### config.mk
export PLATFORM = sky130hd
export DESIGN_NAME = rta_slot_ram
export DESIGN_NICKNAME = d
export VERILOG_FILES = /design/src/design/rta_pkg.sv /design/src/design/rta_slot_ram.sv
export SDC_FILE = /design/constraint.sdc
export NUM_CORES = 2
export LEC_CHECK = 0
export BUFFER_PORTS_ARGS = -buffer_cell sky130_fd_sc_hd__buf_2
export CELL_PAD_IN_SITES_DETAIL_PLACEMENT = 1
export CELL_PAD_IN_SITES_GLOBAL_PLACEMENT = 1
export CORE_AREA = 2 2 602 604
export CTS_CLUSTER_SIZE = 24
export DETAILED_ROUTE_END_ITERATION = 8
export DIE_AREA = 0 0 604 606
export PLACE_DENSITY_LB_ADDON = 0.1
export SLEW_MARGIN = 20
export SYNTH_ARGS = -nofsm -noshare
export SYNTH_HDL_FRONTEND = slang
export SYNTH_SLANG_ARGS = --single-unit
### constraint.sdc
create_clock -name clk -period 20.7 [get_ports clk]
set_clock_uncertainty 0.05 [all_clocks]
set_input_delay 0 -clock clk [delete_from_list [all_inputs] [get_ports clk]]
set_output_delay 0 -clock clk [all_outputs]
set_load 0.02 [all_outputs]
### src/design/rta_pkg.sv
// ----------------------------------------------------------------------------
// rta_pkg
// Shared types, constants and helpers for request time accounting.
// ----------------------------------------------------------------------------
`default_nettype none

package rta_pkg;

  // Slot store geometry
  localparam int unsigned SLOTS  = 16;
  localparam int unsigned SLOT_W = (SLOTS > 1) ? $clog2(SLOTS) : 1;

  // Field widths
  localparam int unsigned TIME_W = 64;
  localparam int unsigned ID_W   = 4;
  localparam int unsigned CMD_W  = 2;
  localparam int unsigned ST_W   = 2;
  localparam int unsigned IDS    = 2 ** ID_W;

  typedef logic [TIME_W-1:0] time_t;
  typedef logic [SLOT_W-1:0] slot_t;

  // Event kinds
  typedef enum logic [CMD_W-1:0] {
    CMD_START  = 2'd0,
    CMD_YIELD  = 2'd1,
    CMD_RESUME = 2'd2,
    CMD_END    = 2'd3
  } cmd_t;

  // Result status codes
  typedef enum logic [ST_W-1:0] {
    ST_OK        = 2'd0,
    ST_BACKWARDS = 2'd1,
    ST_PHASE     = 2'd2
  } status_t;

  // One slot row as kept in the slot RAM
  typedef struct packed {
    time_t resume_stamp;
    time_t yield_stamp;
    time_t run_total;
    time_t wait_total;
  } row_t;

  // Control from the sequencer to the worker unit
  typedef struct packed {
    logic sum_en;   // add totals, form prediction delta
    logic pred_en;  // finish prediction
    logic apply;    // event is an accepted end
  } wrk_ctl_t;

  // Request id to slot: wrap by counting, no divider
  typedef logic [IDS-1:0][SLOT_W-1:0] slot_map_t;

  function automatic slot_map_t build_slot_map();
    slot_map_t   map;
    int unsigned cnt;
    cnt = 0;
    for (int i = 0; i < IDS; i++) begin
      map[i] = SLOT_W'(cnt);
      cnt    = (cnt == SLOTS - 1) ? 0 : cnt + 1;
    end
    return map;
  endfunction

  localparam slot_map_t SLOT_MAP = build_slot_map();

  // Saturating unsigned add
  function automatic time_t sat_add(time_t a, time_t b);
    logic [TIME_W:0] s;
    s = {1'b0, a} + {1'b0, b};
    return s[TIME_W] ? {TIME_W{1'b1}} : s[TIME_W-1:0];
  endfunction

endpackage

`default_nettype wire

### src/design/rta_slot_ram.sv
// ----------------------------------------------------------------------------
// rta_slot_ram
// Per-slot stamps and totals: one write port, one registered read port.
// ----------------------------------------------------------------------------
`default_nettype none

module rta_slot_ram (
  input  wire logic           clk,
  input  wire logic           rd_en,
  input  wire rta_pkg::slot_t rd_addr,
  output rta_pkg::row_t       rd_data_r,
  input  wire logic           wr_en,
  input  wire rta_pkg::slot_t wr_addr,
  input  wire rta_pkg::row_t  wr_data
);

  rta_pkg::row_t mem [rta_pkg::SLOTS];

  // Write back modified row
  always_ff @(posedge clk) begin
    if (wr_en) begin
      mem[wr_addr] <= wr_data;
    end
  end

  // Registered read
  always_ff @(posedge clk) begin
    if (rd_en) begin
      rd_data_r <= mem[rd_addr];
    end
  end

endmodule

`default_nettype wire

After elaboration in Yosys (flattened, before gate mapping)
Memory sizes are Yosys's and may differ from the RTL's. A register that Yosys moved wholly into a read port is not among the register bits.
Cells that the tools add are included.
{"block": "word_totals", "n_memories": 1, "inputBits": 267, "mem_bits_rw": 4096, "reg_bits": 0}
{"block": "classes", "mux": 2}
{"memory": "mem", "words": 16, "word_bits": 256, "rd": 1, "rd_clocked_by_memory_dff": 1, "write_ports": 1, "line": "rta_slot_ram.sv:17", "text": "rta_pkg::row_t mem [rta_pkg::SLOTS];"}
{"cell": "$mux W1", "n": 2}

Logic depth before layout (Yosys ltp)
{"block": "depth", "word_depth": 2, "mapped_depth": 8}

Worst setup path after synthesis
No wires, ideal clock.
{"block": "synth_path", "path_type": "input -> register", "start": "input wr_addr[2]", "end": "memory mem[0][0] (netlist name) (enable)", "setup_ns": 1.190, "t_required_ns": 19.460, "t_arrival_ns": 17.733, "setup_slack_ns": 1.726, "n_path_buf": 0, "path_stages": 2, "cell_sequence": "or3b_2 > nor3_1"}
{"element": "start, declared", "line": "rta_slot_ram.sv:13", "text": "input wire rta_pkg::slot_t wr_addr,"}
{"element": "end, declared", "line": "rta_slot_ram.sv:17"}
No word-level cell before the write port.

Final worst setup path
{"block": "layout_path", "start": "input wr_addr[2]", "end": "memory mem[11][171] (netlist name) (enable)"}
No word-level cell before the write port.

==> reports/metrics.csv <==
stage,metric,value,unit
floorplan,pin_count,523,
detailed_routing,first_pass_iters,5,
timing,grt_setup_unrepaired,false,
cts,root_buffer,clkbuf_16,
detailed_routing,ant_nets,0,
yosys,ys_top_cells_by_area,"edfxtp_1 81%, mux4_2 14%, a22oi_1 2.1%, mux2_2 0.74%, nand2_1 0.47%",
floorplan,die_x,604,um
placement,placedCellCount,11800,
finish,syn2layout_area_growth,17.6,%
detailed_routing,routed_via_density,5.79,
placement,numPortBuffers,522,
worst_hold_path,min_from,wr_data[238],
timing,finalSetupViolations,0,
finish,fin_nets,8229,
placement,postPlaceCellArea,170000,sq um
power,power.density,100,nW/um^2
status,outcome,"complete, no violations",
worst_setup_path,r2r_slack,17.93,ns
timing,hold_ws,0.0689,ns
timing,slew_headroom,25.2,%
timing,max_freq,0.183,GHz
cts,clk_latency,1.00,ns
finish,fillers,30800,
cts,cts_tree,yes,
timing,finalHoldViolations,0,
yosys,yosys_warnings,0,
global_route,grt_usage,23.3,%
job,cap_viol_max_count,0,
yosys,synth_edf_count,4352,
timing,fin_setup_tns,0,ns
yosys,syn_area,161000,sq um
floorplan,die_h,606,um
global_route,grt_start_max_net_pins,134,
yosys,avgSynthCellArea,24.3,sq um
global_route,antenna_found_initial,80,
power,p_seq_share,52.7,%
worst_setup_path,reg2regPathDepth,5,
timing,worst_slew_pin_slew,1.12,ns
power,switchingPower,0.00410,W
cts,cts_buffers,452,
worst_setup_path,start_kind,primary input,
power,power,0.0190,W
detailed_routing,wl,426000,um
finish,drive_above_1_share,28.7,%
finish,postLayoutCellArea,190000,sq um
finish,layout_common_cells,"4352 x edfxtp_1, 968 x mux4_2, 526 x dlygate4sd3_1",
worst_hold_path,min_path_cells,2,
placement,dpl.hpwl,211000,um
worst_setup_path,rr_endpoint,rd_data_r[238],
detailed_routing,routed_wire_length_per_instance,32.4,um
timing,fin_crit,5.48,ns
power,p_int,0.0149,W
power,ir_worst_vdd,0.0731,mV
global_route,grt_pass1_wl,612000,um
worst_hold_path,hp-class,in -> reg,
floorplan,core,360000,sq um
detailed_routing,drtIter0Drc,6895,
worst_setup_path,arrival,6.02,ns
detailed_routing,drc,0,
cts,cts_sinks,4352,
timing,fin_crit_sh,26.5,%
global_route,grt_pass1_vias,82700,
floorplan,start_util,44.7,%
yosys,synth_top_area_share,81.1,%
worst_setup_path,end_kind,register,
cts,htreeDepth,5,
floorplan,num_rows,221,
yosys,ys_ff_latch,4352,
global_route,grt-ovfl-total,0,
finish,final_cells,13200,
timing,drv_slew,0,
power,p_sw_share,21.6,%
yosys,netlist_instances,6648,
cts,cts_resized,0,
yosys,synth_ff_type,edfxtp_1,
cts,cts_max_path_buffers,4,
finish,final_common_cell,edfxtp_1,
yosys,synth_cell_types,25,
cts,cts_setup_buffers,0,
floorplan,die-area,366000,sq um
cts,clkTransAtPathRegs,0.06,ns
power,p_leak,60.7,nW
worst_setup_path,required,21.25,ns
worst_hold_path,hold-path-endpoint,mem[4][238],
power,pwr-share-comb,5.3,%
worst_setup_path,path_class,in -> reg,
yosys,yosysSeqAreaShare,81.1,%
detailed_routing,num_vias,76100,
worst_setup_path,rr_startpoint,mem[11][238],
yosys,synth.largest_area_cell,edfxtp_1,
power,clkPwrFrac,42.0,%
placement,routabilityCongestion,0.731,
yosys,async_flop_share,0,%
yosys,syn_nets,6915,
worst_setup_path,worstPathMaxFanout,42,
cts,postCtsHoldBufs,526,
layout make-up:
class | count | area (sq um) | area share, %
flip-flops and latches | 4352 | 131000 | 69.0
multi-input cells | 1943 | 28900 | 15.2
clock buffers | 548 | 11700 | 6.16
repair buffers | 1213 | 9450 | 4.99
well taps | 4794 | 6000 | 3.16
clock inverters | 274 | 2780 | 1.47
diodes | 27 | 67.6 | 0.0356
worst max-delay path, cell delays in order:
cell	delay, ns
dlygate4sd3_1	0.54
buf_2	0.15
nand3b_1	0.20
dlygate4sd3_1	0.71
nor2_4	0.60
buf_4	0.82
buf_4	0.88
buf_4	0.66
buf_4	0.68
buf_4	0.63
power by group through the flow:
stage,Combinational (W),Clock (W),Sequential (W)
2_1_floorplan,0.000474,0,0.0103
3_3_place_gp,0.000920,0,0.0102
3_5_place_dp,0.000937,0,0.0102
4_1_cts,0.00103,0.00813,0.0100
5_1_grt,0.00108,0.00845,0.0100
6_report,0.00101,0.00796,0.0100
metal layers:
layer  vias up  wire length, um  global-route usage (%)
li1      31400                -                       -
met2      1924           216000                    39.9
met3       586            19500                    3.30
met4        38             9040                    4.77
met5         -              256                       0
met1     42200           181000                    32.1
Yosys cell counts (2+ instances only):
master / count
a221oi_1: 23
a22oi_1: 450
and2_1: 3
buf_1: 19
buf_2: 87
buf_4: 89
buf_6: 8
clkbuf_1: 150
edfxtp_1: 4352
mux2_2: 106
mux2i_1: 35
mux4_2: 968
nand2_1: 202
nand2b_1: 27
nand3b_1: 2
nor2_1: 14
nor2b_1: 39
nor3_1: 4
o21ai_0: 27
o221ai_1: 33
o22a_1: 6
metrics by stage:
stage / util (%) / worst slack (ns)
2_1_floorplan: - / 1.73
3_3_place_gp: 47.1 / 15.28
3_5_place_dp: 47.1 / 15.17
4_1_cts: 52.6 / 15.24
5_1_grt: 52.6 / 15.05
6_report: 52.6 / 15.22
worst max-delay path by stage:
stage | from | to | slack (ns) | cells after the start
floorplan | wr_addr[2] | mem[0][0] | 1.73 | 2
global placement | wr_addr[2] | mem[11][159] | 15.28 | 8
detailed placement | wr_addr[2] | mem[11][159] | 15.17 | 8
CTS | wr_addr[2] | mem[11][150] | 15.24 | 10
global route | wr_addr[2] | mem[11][171] | 15.05 | 10
finish | wr_addr[2] | mem[11][171] | 15.22 | 10
cells by family after synthesis:
| kind of cell | share of synthesized area (%) |
|---|---|
| flip-flops | 81.1 |
| multiplexers | 14.5 |
| AND/OR/NAND/NOR | 0.809 |
| AO/OA/AOI/OAI | 2.52 |
| buffers and inverters | 1.13 |
sequential cells by signal, summed over array words and instances (netlist names):
signal,flops
rd_data_r,256
mem,4096
No activity file was read; power rests on OpenSTA's default activity.
