$ cat src/design/rta_pkg.sv
// ----------------------------------------------------------------------------
// rta_pkg
// Shared types, constants and helpers for request time accounting.
// ----------------------------------------------------------------------------
`default_nettype none

package rta_pkg;

  // Slot store geometry
  localparam int unsigned SLOTS  = 16;
  localparam int unsigned SLOT_W = (SLOTS > 1) ? $clog2(SLOTS) : 1;

  // Field widths
  localparam int unsigned TIME_W = 64;
  localparam int unsigned ID_W   = 4;
  localparam int unsigned CMD_W  = 2;
  localparam int unsigned ST_W   = 2;
  localparam int unsigned IDS    = 2 ** ID_W;

  typedef logic [TIME_W-1:0] time_t;
  typedef logic [SLOT_W-1:0] slot_t;

  // Event kinds
  typedef enum logic [CMD_W-1:0] {
    CMD_START  = 2'd0,
    CMD_YIELD  = 2'd1,
    CMD_RESUME = 2'd2,
    CMD_END    = 2'd3
  } cmd_t;

  // Result status codes
  typedef enum logic [ST_W-1:0] {
    ST_OK        = 2'd0,
    ST_BACKWARDS = 2'd1,
    ST_PHASE     = 2'd2
  } status_t;

  // One slot row as kept in the slot RAM
  typedef struct packed {
    time_t resume_stamp;
    time_t yield_stamp;
    time_t run_total;
    time_t wait_total;
  } row_t;

  // Control from the sequencer to the worker unit
  typedef struct packed {
    logic sum_en;   // add totals, form prediction delta
    logic pred_en;  // finish prediction
    logic apply;    // event is an accepted end
  } wrk_ctl_t;

  // Request id to slot: wrap by counting, no divider
  typedef logic [IDS-1:0][SLOT_W-1:0] slot_map_t;

  function automatic slot_map_t build_slot_map();
    slot_map_t   map;
    int unsigned cnt;
    cnt = 0;
    for (int i = 0; i < IDS; i++) begin
      map[i] = SLOT_W'(cnt);
      cnt    = (cnt == SLOTS - 1) ? 0 : cnt + 1;
    end
    return map;
  endfunction

  localparam slot_map_t SLOT_MAP = build_slot_map();

  // Saturating unsigned add
  function automatic time_t sat_add(time_t a, time_t b);
    logic [TIME_W:0] s;
    s = {1'b0, a} + {1'b0, b};
    return s[TIME_W] ? {TIME_W{1'b1}} : s[TIME_W-1:0];
  endfunction

endpackage

`default_nettype wire

$ cat src/design/rta_worker.sv
// ----------------------------------------------------------------------------
// rta_worker
// Worker running/waiting sums and moving-average service time prediction.
// ----------------------------------------------------------------------------
`default_nettype none

module rta_worker (
  input  wire logic              clk,
  input  wire logic              rst_n,
  input  wire rta_pkg::wrk_ctl_t ctl,
  input  wire rta_pkg::time_t    run_val,
  input  wire rta_pkg::time_t    wait_val,
  output rta_pkg::time_t         run_sum,
  output rta_pkg::time_t         wait_sum,
  output rta_pkg::time_t         predicted
);

  rta_pkg::time_t run_sum_r;
  rta_pkg::time_t wait_sum_r;
  rta_pkg::time_t pred_r;
  rta_pkg::time_t pred_nxt;

  // Prediction delta, held between the two steps
  rta_pkg::time_t d_r;
  rta_pkg::time_t nv_r;
  logic           up_r;
  logic           zero_r;

  logic [rta_pkg::TIME_W:0] up_diff;
  logic [rta_pkg::TIME_W:0] dn_diff;

  // Both differences side by side; the sign picks one
  assign up_diff = {1'b0, run_val} - {1'b0, pred_r};
  assign dn_diff = {1'b0, pred_r} - {1'b0, run_val};

  // Finish (new + 7*old)/8 as old + delta/8, rounding toward floor; a zero prediction loads the new value
  always_comb begin
    if (zero_r) begin
      pred_nxt = nv_r;
    end else if (up_r) begin
      pred_nxt = pred_r + (d_r >> 3);
    end else begin
      pred_nxt = pred_r - (d_r >> 3) - rta_pkg::TIME_W'(|d_r[2:0]);
    end
  end

  // Hold sums and prediction
  always_ff @(posedge clk) begin
    if (!rst_n) begin
      run_sum_r  <= '0;
      wait_sum_r <= '0;
      pred_r     <= '0;
    end else begin
      if (ctl.sum_en && ctl.apply) begin
        run_sum_r  <= rta_pkg::sat_add(run_sum_r, run_val);
        wait_sum_r <= rta_pkg::sat_add(wait_sum_r, wait_val);
      end
      if (ctl.pred_en && ctl.apply) begin
        pred_r <= pred_nxt;
      end
    end
  end

  // Capture delta for the second step
  always_ff @(posedge clk) begin
    if (ctl.sum_en) begin
      nv_r   <= run_val;
      zero_r <= (pred_r == '0);
      up_r   <= !up_diff[rta_pkg::TIME_W];
      d_r    <= up_diff[rta_pkg::TIME_W] ? dn_diff[rta_pkg::TIME_W-1:0]
                                         : up_diff[rta_pkg::TIME_W-1:0];
    end
  end

  assign run_sum   = run_sum_r;
  assign wait_sum  = wait_sum_r;
  assign predicted = pred_r;

endmodule

`default_nettype wire

$ cat config.mk
export PLATFORM = sky130hd
export DESIGN_NAME = rta_worker
export DESIGN_NICKNAME = d
export VERILOG_FILES = /design/src/design/rta_pkg.sv /design/src/design/rta_worker.sv
export SDC_FILE = /design/constraint.sdc
export NUM_CORES = 1
export LEC_CHECK = 0
export BUFFER_PORTS_ARGS = -buffer_cell sky130_fd_sc_hd__buf_2
export CORE_ASPECT_RATIO = 1.1
export CORE_UTILIZATION = 39
export CTS_CLUSTER_DIAMETER = 30
export DETAILED_ROUTE_END_ITERATION = 8
export PLACE_DENSITY = 0.57
export SLEW_MARGIN = 20
export SYNTH_ARGS = -nofsm -noshare
export SYNTH_HDL_FRONTEND = slang
export SYNTH_SLANG_ARGS = --single-unit
export TNS_END_PERCENT = 5
$ cat constraint.sdc
create_clock -name clk -period 5.59 [get_ports clk]
set_input_delay 0.8385 -clock clk [delete_from_list [all_inputs] [get_ports clk]]
set_output_delay 0.8385 -clock clk [all_outputs]
set_load 0.02 [all_outputs]
=== Word level (Yosys, flattened, before mapping) ===
Cells that the tools add are included.

* $add $sub $neg: 7
* Multiplexer cells: 5
* Reductions and logical operators: 5

{| class="wikitable"
|+ Operator list
! operator !! count
|-
| two-way mux 64 bit || 5
|-
| adder 64 x 64 -> 65 bit || 2
|-
| subtractor 64 x 64 -> 65 bit || 1
|-
| adder 64 x 61 -> 64 bit || 1
|-
| zero test 64 bit || 1
|-
| subtractor 64 x 1 -> 64 bit || 1
|-
| subtractor 64 x 61 -> 64 bit || 1
|-
| subtractor 64 bit || 1
|-
| OR reduction 3 bit || 1
|-
| logical AND 1 bit || 2
|-
| zero test 1 bit || 1
|}

* Flip-flop bits (word level): 322
* Input bits: 133
* Output and inout port bits: 192
* Word-level logic and storage cells: 24

=== Depth between registers and ports, before layout ===
* Depth after elaboration: 4
* Depth in mapped cells: 17
* Gate-level depth less buffers: 17

=== Worst setup path after synthesis ===
OpenSTA, ideal clock, no wires.

* Path type: reg-to-reg
* Start: register d_r[1]
* End: register pred_r[50], in the netlist predicted[50]
* Setup time: 0.095 ns
* Arrival: 4.172 ns
* Required time: 5.495 ns
* Setup slack: 1.323 ns
* Stages on the path, launching flop included: 18
* Buffers on the path: 0
* Period minus slack after synthesis: 4.267 ns
* Cells stage by stage: edfxtp_1 > or3_1 > fa_1 > inv_1 > ha_1 > nor2_1 > fa_1 > a21boi_2 > o22ai_2 > o211a_2 > o31a_1 > o21ai_2 > a41oi_2 > o221a_2 > o31ai_1 > mux2i_1 > o2111ai_1 > a221oi_1

* Longest elaborated chain between the ends: 4

{| class="wikitable"
|+ RTL lines
! element !! RTL line !! text
|-
| from (decl) || rta_worker.sv:24 || <nowiki>rta_pkg::time_t d_r;</nowiki>
|-
| from (signal assigned) || rta_worker.sv:70 || <nowiki>d_r <= up_diff[rta_pkg::TIME_W] ? dn_diff[rta_pkg::TIME_W-1:0]</nowiki>
|-
| OR reduction 3 bit || rta_worker.sv:43 || <nowiki>pred_nxt = pred_r - (d_r >> 3) - rta_pkg::TIME_W'(|d_r[2:0]);</nowiki>
|-
| subtractor 64 x 1 -> 64 bit || rta_worker.sv:43 ||
|-
| two-way mux 64 bit || rta_worker.sv:40 || <nowiki>end else if (up_r) begin</nowiki>
|-
| two-way mux 64 bit || rta_worker.sv:38 || <nowiki>if (zero_r) begin</nowiki>
|-
| to (signal assigned) || rta_worker.sv:59 || <nowiki>pred_r <= pred_nxt;</nowiki>
|-
| to (decl) || rta_worker.sv:20 || <nowiki>rta_pkg::time_t pred_r;</nowiki>
|}

No other way between the ends.
A chain may end at the register's enable or synchronous reset.

=== Worst setup path in the final report ===
* Start: register d_r[1]
* End: register pred_r[62], in the netlist predicted[62]

Same word-level chain as after synthesis.

==> flow_metrics.py <==
metrics = {
    "die": {
        "rows": 113,
        "core_sq_um": 86800,
        "initial_core_util_pct": 39.6,
        "io_pins": 325,
        "dieArea_sq_um": 89400,
        "die_height_microns": 314,
        "die_x_microns": 285,
    },
    "placement": {
        "place.detailed.hpwl_microns": 114000,
        "gp_congestion": 1.05,
        "port_buffers": 324,
        "post_dp_cell_area_sq_um": 37100,
    },
    "clock_tree": {
        "cts_buffers": 103,
        "clk_latency_ns": 0.69,
        "holdBufCountCts": 0,
        "clk_pin_slew_ns": 0.04,
        "cts_setup_buffers": 0,
        "cts_tree": "done",
        "cts.repair.resized": 0,
        "cts_root_buf": "clkbuf_16",
        "cts_num_sinks": 322,
        "h-tree-depth": 3,
        "clk_path_buf_depth": 3,
    },
    "timing": {
        "tns_ns": 0,
        "fmax_mhz": 199,
        "hold_violations": 0,
        "finalCritPeriodShare_pct": 89.7,
        "rsz0062_at_grt": "no",
        "worst_slew_pin_slew_ns": 1.16,
        "slew_violations": 0,
        "relSlewSlack_pct": 22.3,
        "post-route-min-period_ns": 5.01,
        "fin_skew_ns": 0.0427,
        "setup_viol": 0,
    },
    "final_layout": {
        "drive_above_1_share_pct": 14.6,
        "area_delta_synth_final_pct": 17.8,
        "fin_util_pct": 46.7,
        "fin_nets": 5220,
        "fin_area_sq_um": 40600,
    },
    "grt": {
        "track_usage_pct": 31.0,
        "antenna_found_initial": 18,
        "grt_pass1_vias": 33620,
        "grt_max_degree": 102,
        "grt-ovfl-total": 0,
        "grt_pass1_wl_microns": 212000,
    },
    "setup_path": {
        "start_kind": "register",
        "worst-setup-path-type": "register to register",
        "worst-path-max-fanout": 5,
        "cp-end-kind": "register",
        "cp_data_required_time_ns": 6.17,
        "critPathArrivalTime_ns": 5.59,
    },
    "detailed_routing": {
        "routedWlPerCell_microns": 24.5,
        "drtIter0Drc": 3301,
        "viasPerCell": 6.06,
        "drc": 0,
        "ant_nets": 0,
        "dr.pass1.iters": 6,
        "num_vias": 35699,
        "routed_wl_microns": 144000,
    },
    "yosys": {
        "synth_fp_nets": 4950,
        "synth_edf_count": 130,
        "yosysTopAreaCell": "ha_1",
        "syn-cell-area_sq_um": 34400,
        "ys_seq_area_share_pct": 22.5,
        "synthTopCellsByArea": "ha_1 16%, edfxtp_1 11%, dfxtp_1 11%",
        "ys_ff_latch": 322,
        "synth_top_area_share_pct": 15.9,
        "synthArstFlopShare_pct": 0,
        "ys_warn_count": 0,
        "syn_inst": 4373,
        "ys_top_cells_by_count": "523 x a21oi_1, 437 x ha_1, 339 x inv_1",
        "ys.flop_type": "dfxtp_1",
        "syn_area_per_cell_sq_um": 7.87,
        "yosysMostFrequentCell": "a21oi_1",
        "ys_types": 109,
    },
    "run_status": {
        "status": "finished, final reports clean",
    },
    "pwr": {
        "power.density_nw_per_um2": 503,
        "p_leak_nw": 18.1,
        "ir_drop_mv": 0.250,
        "power_w": 0.0204,
    },
    "worst_hold_path": {
        "hold_class": "primary input to register",
    },
    "flow_run": {
        "drv_cap": 0,
    },
}
## area by class of cell
cell class	instances	area [sq um]
fill	8810	46300
inverter	346	1300
clock inverter	46	587
sequential	322	7750
multi-input combinational	3495	24500
antenna	10	25.0
tap	1150	1440
timing repair buffer	375	2040
clock buffer	144	2890
## power breakdown
group | switching [W] | leakage (nW) | internal, W | total (W)
clock network | 0.00180 | 1.69 | 0.00394 | 0.00574
registers | 0.000482 | 2.85 | 0.00296 | 0.00344
logic | 0.00706 | 13.5 | 0.00417 | 0.0112
total | 0.00934 | 18.1 | 0.0111 | 0.0204
## per-layer routing
metal | vias to the layer above | GRT usage, % | routed length [microns]
met3 | 297 | 6.50 | 13700
met2 | 1705 | 45.0 | 59700
li1 | 16789 | - | -
met5 | - | 0 | 84
met1 | 16894 | 44.1 | 65000
met4 | 14 | 13.2 | 5570
## stage by stage
stage / instances / hold slack (ns) / setup WS, ns
final: 5888 / 0.393 / 0.577
after global routing: 5887 / 0.380 / 0.480
after CTS: 5878 / 0.348 / 0.640
after detailed placement: 5688 / 0.536 / 0.432
after global placement: 5688 / 0.528 / 0.506
after floorplan: 4373 / 0.484 / 1.32
## critical path: stages (launching register included)
cell      delay (ns)
edfxtp_1        0.34
or3_1           0.39
fa_1            0.46
inv_1           0.07
ha_1            0.15
nor2_1          0.06
fa_1            0.42
a21boi_2        0.21
o22ai_2         0.16
o211a_2         0.33
o31a_1          0.39
o21ai_2         0.27
a41oi_2         0.25
o221a_2         0.36
o21bai_1        0.43
a21oi_1         0.18
or2_0           0.23
a32o_1          0.21
## state kept, by name, indices dropped and copies added (netlist names)
| name | flops |
|---|---|
| wait_sum | 64 |
| nv_r | 64 |
| d_r | 64 |
| zero_r | 1 |
| predicted | 64 |
| up_r | 1 |
| run_sum | 64 |
## worst paths after layout
| kind | start | end | slack [ns] | depth (start not counted) |
|---|---|---|---|---|
| min | run_val[0] | nv_r[0] | 0.39 | 1 |
| min reg2reg | nv_r[8] | predicted[8] | 0.54 | 2 |
| max reg2reg | d_r[1] | predicted[62] | 0.58 | 17 |
| max | d_r[1] | predicted[62] | 0.58 | 17 |
## logic make-up (layout without fill, tap and decap cells)
kind of cell / after synthesis / after routing / share of synthesized area [%]
other: 0 / 10 / 0
DFF: 322 / 322 / 22.5
muxes: 24 / 24 / 0.716
and+or+nand+nor: 1071 / 1071 / 14.7
AOI/OAI and AO/OA: 1678 / 1678 / 32.4
adders and majority gates: 444 / 444 / 16.3
xor gates and xnor gates: 278 / 278 / 7.07
buffers and inverters: 556 / 911 / 6.26
## layout by cell type, fill, tap and decap left out, drive strengths merged, types with 87 or more instances in the layout
| cell | instances |
|---|---|
| dfxtp | 192 |
| buf | 375 |
| edfxtp | 130 |
| nor2 | 291 |
| a21oi | 526 |
| xor2 | 88 |
| nand2 | 318 |
| a21o | 139 |
| inv | 346 |
| nand3 | 87 |
| o21ai | 324 |
| xnor2 | 190 |
| ha | 437 |
| clkbuf | 144 |
| o21bai | 94 |
Power figures use the tool's default switching activity.
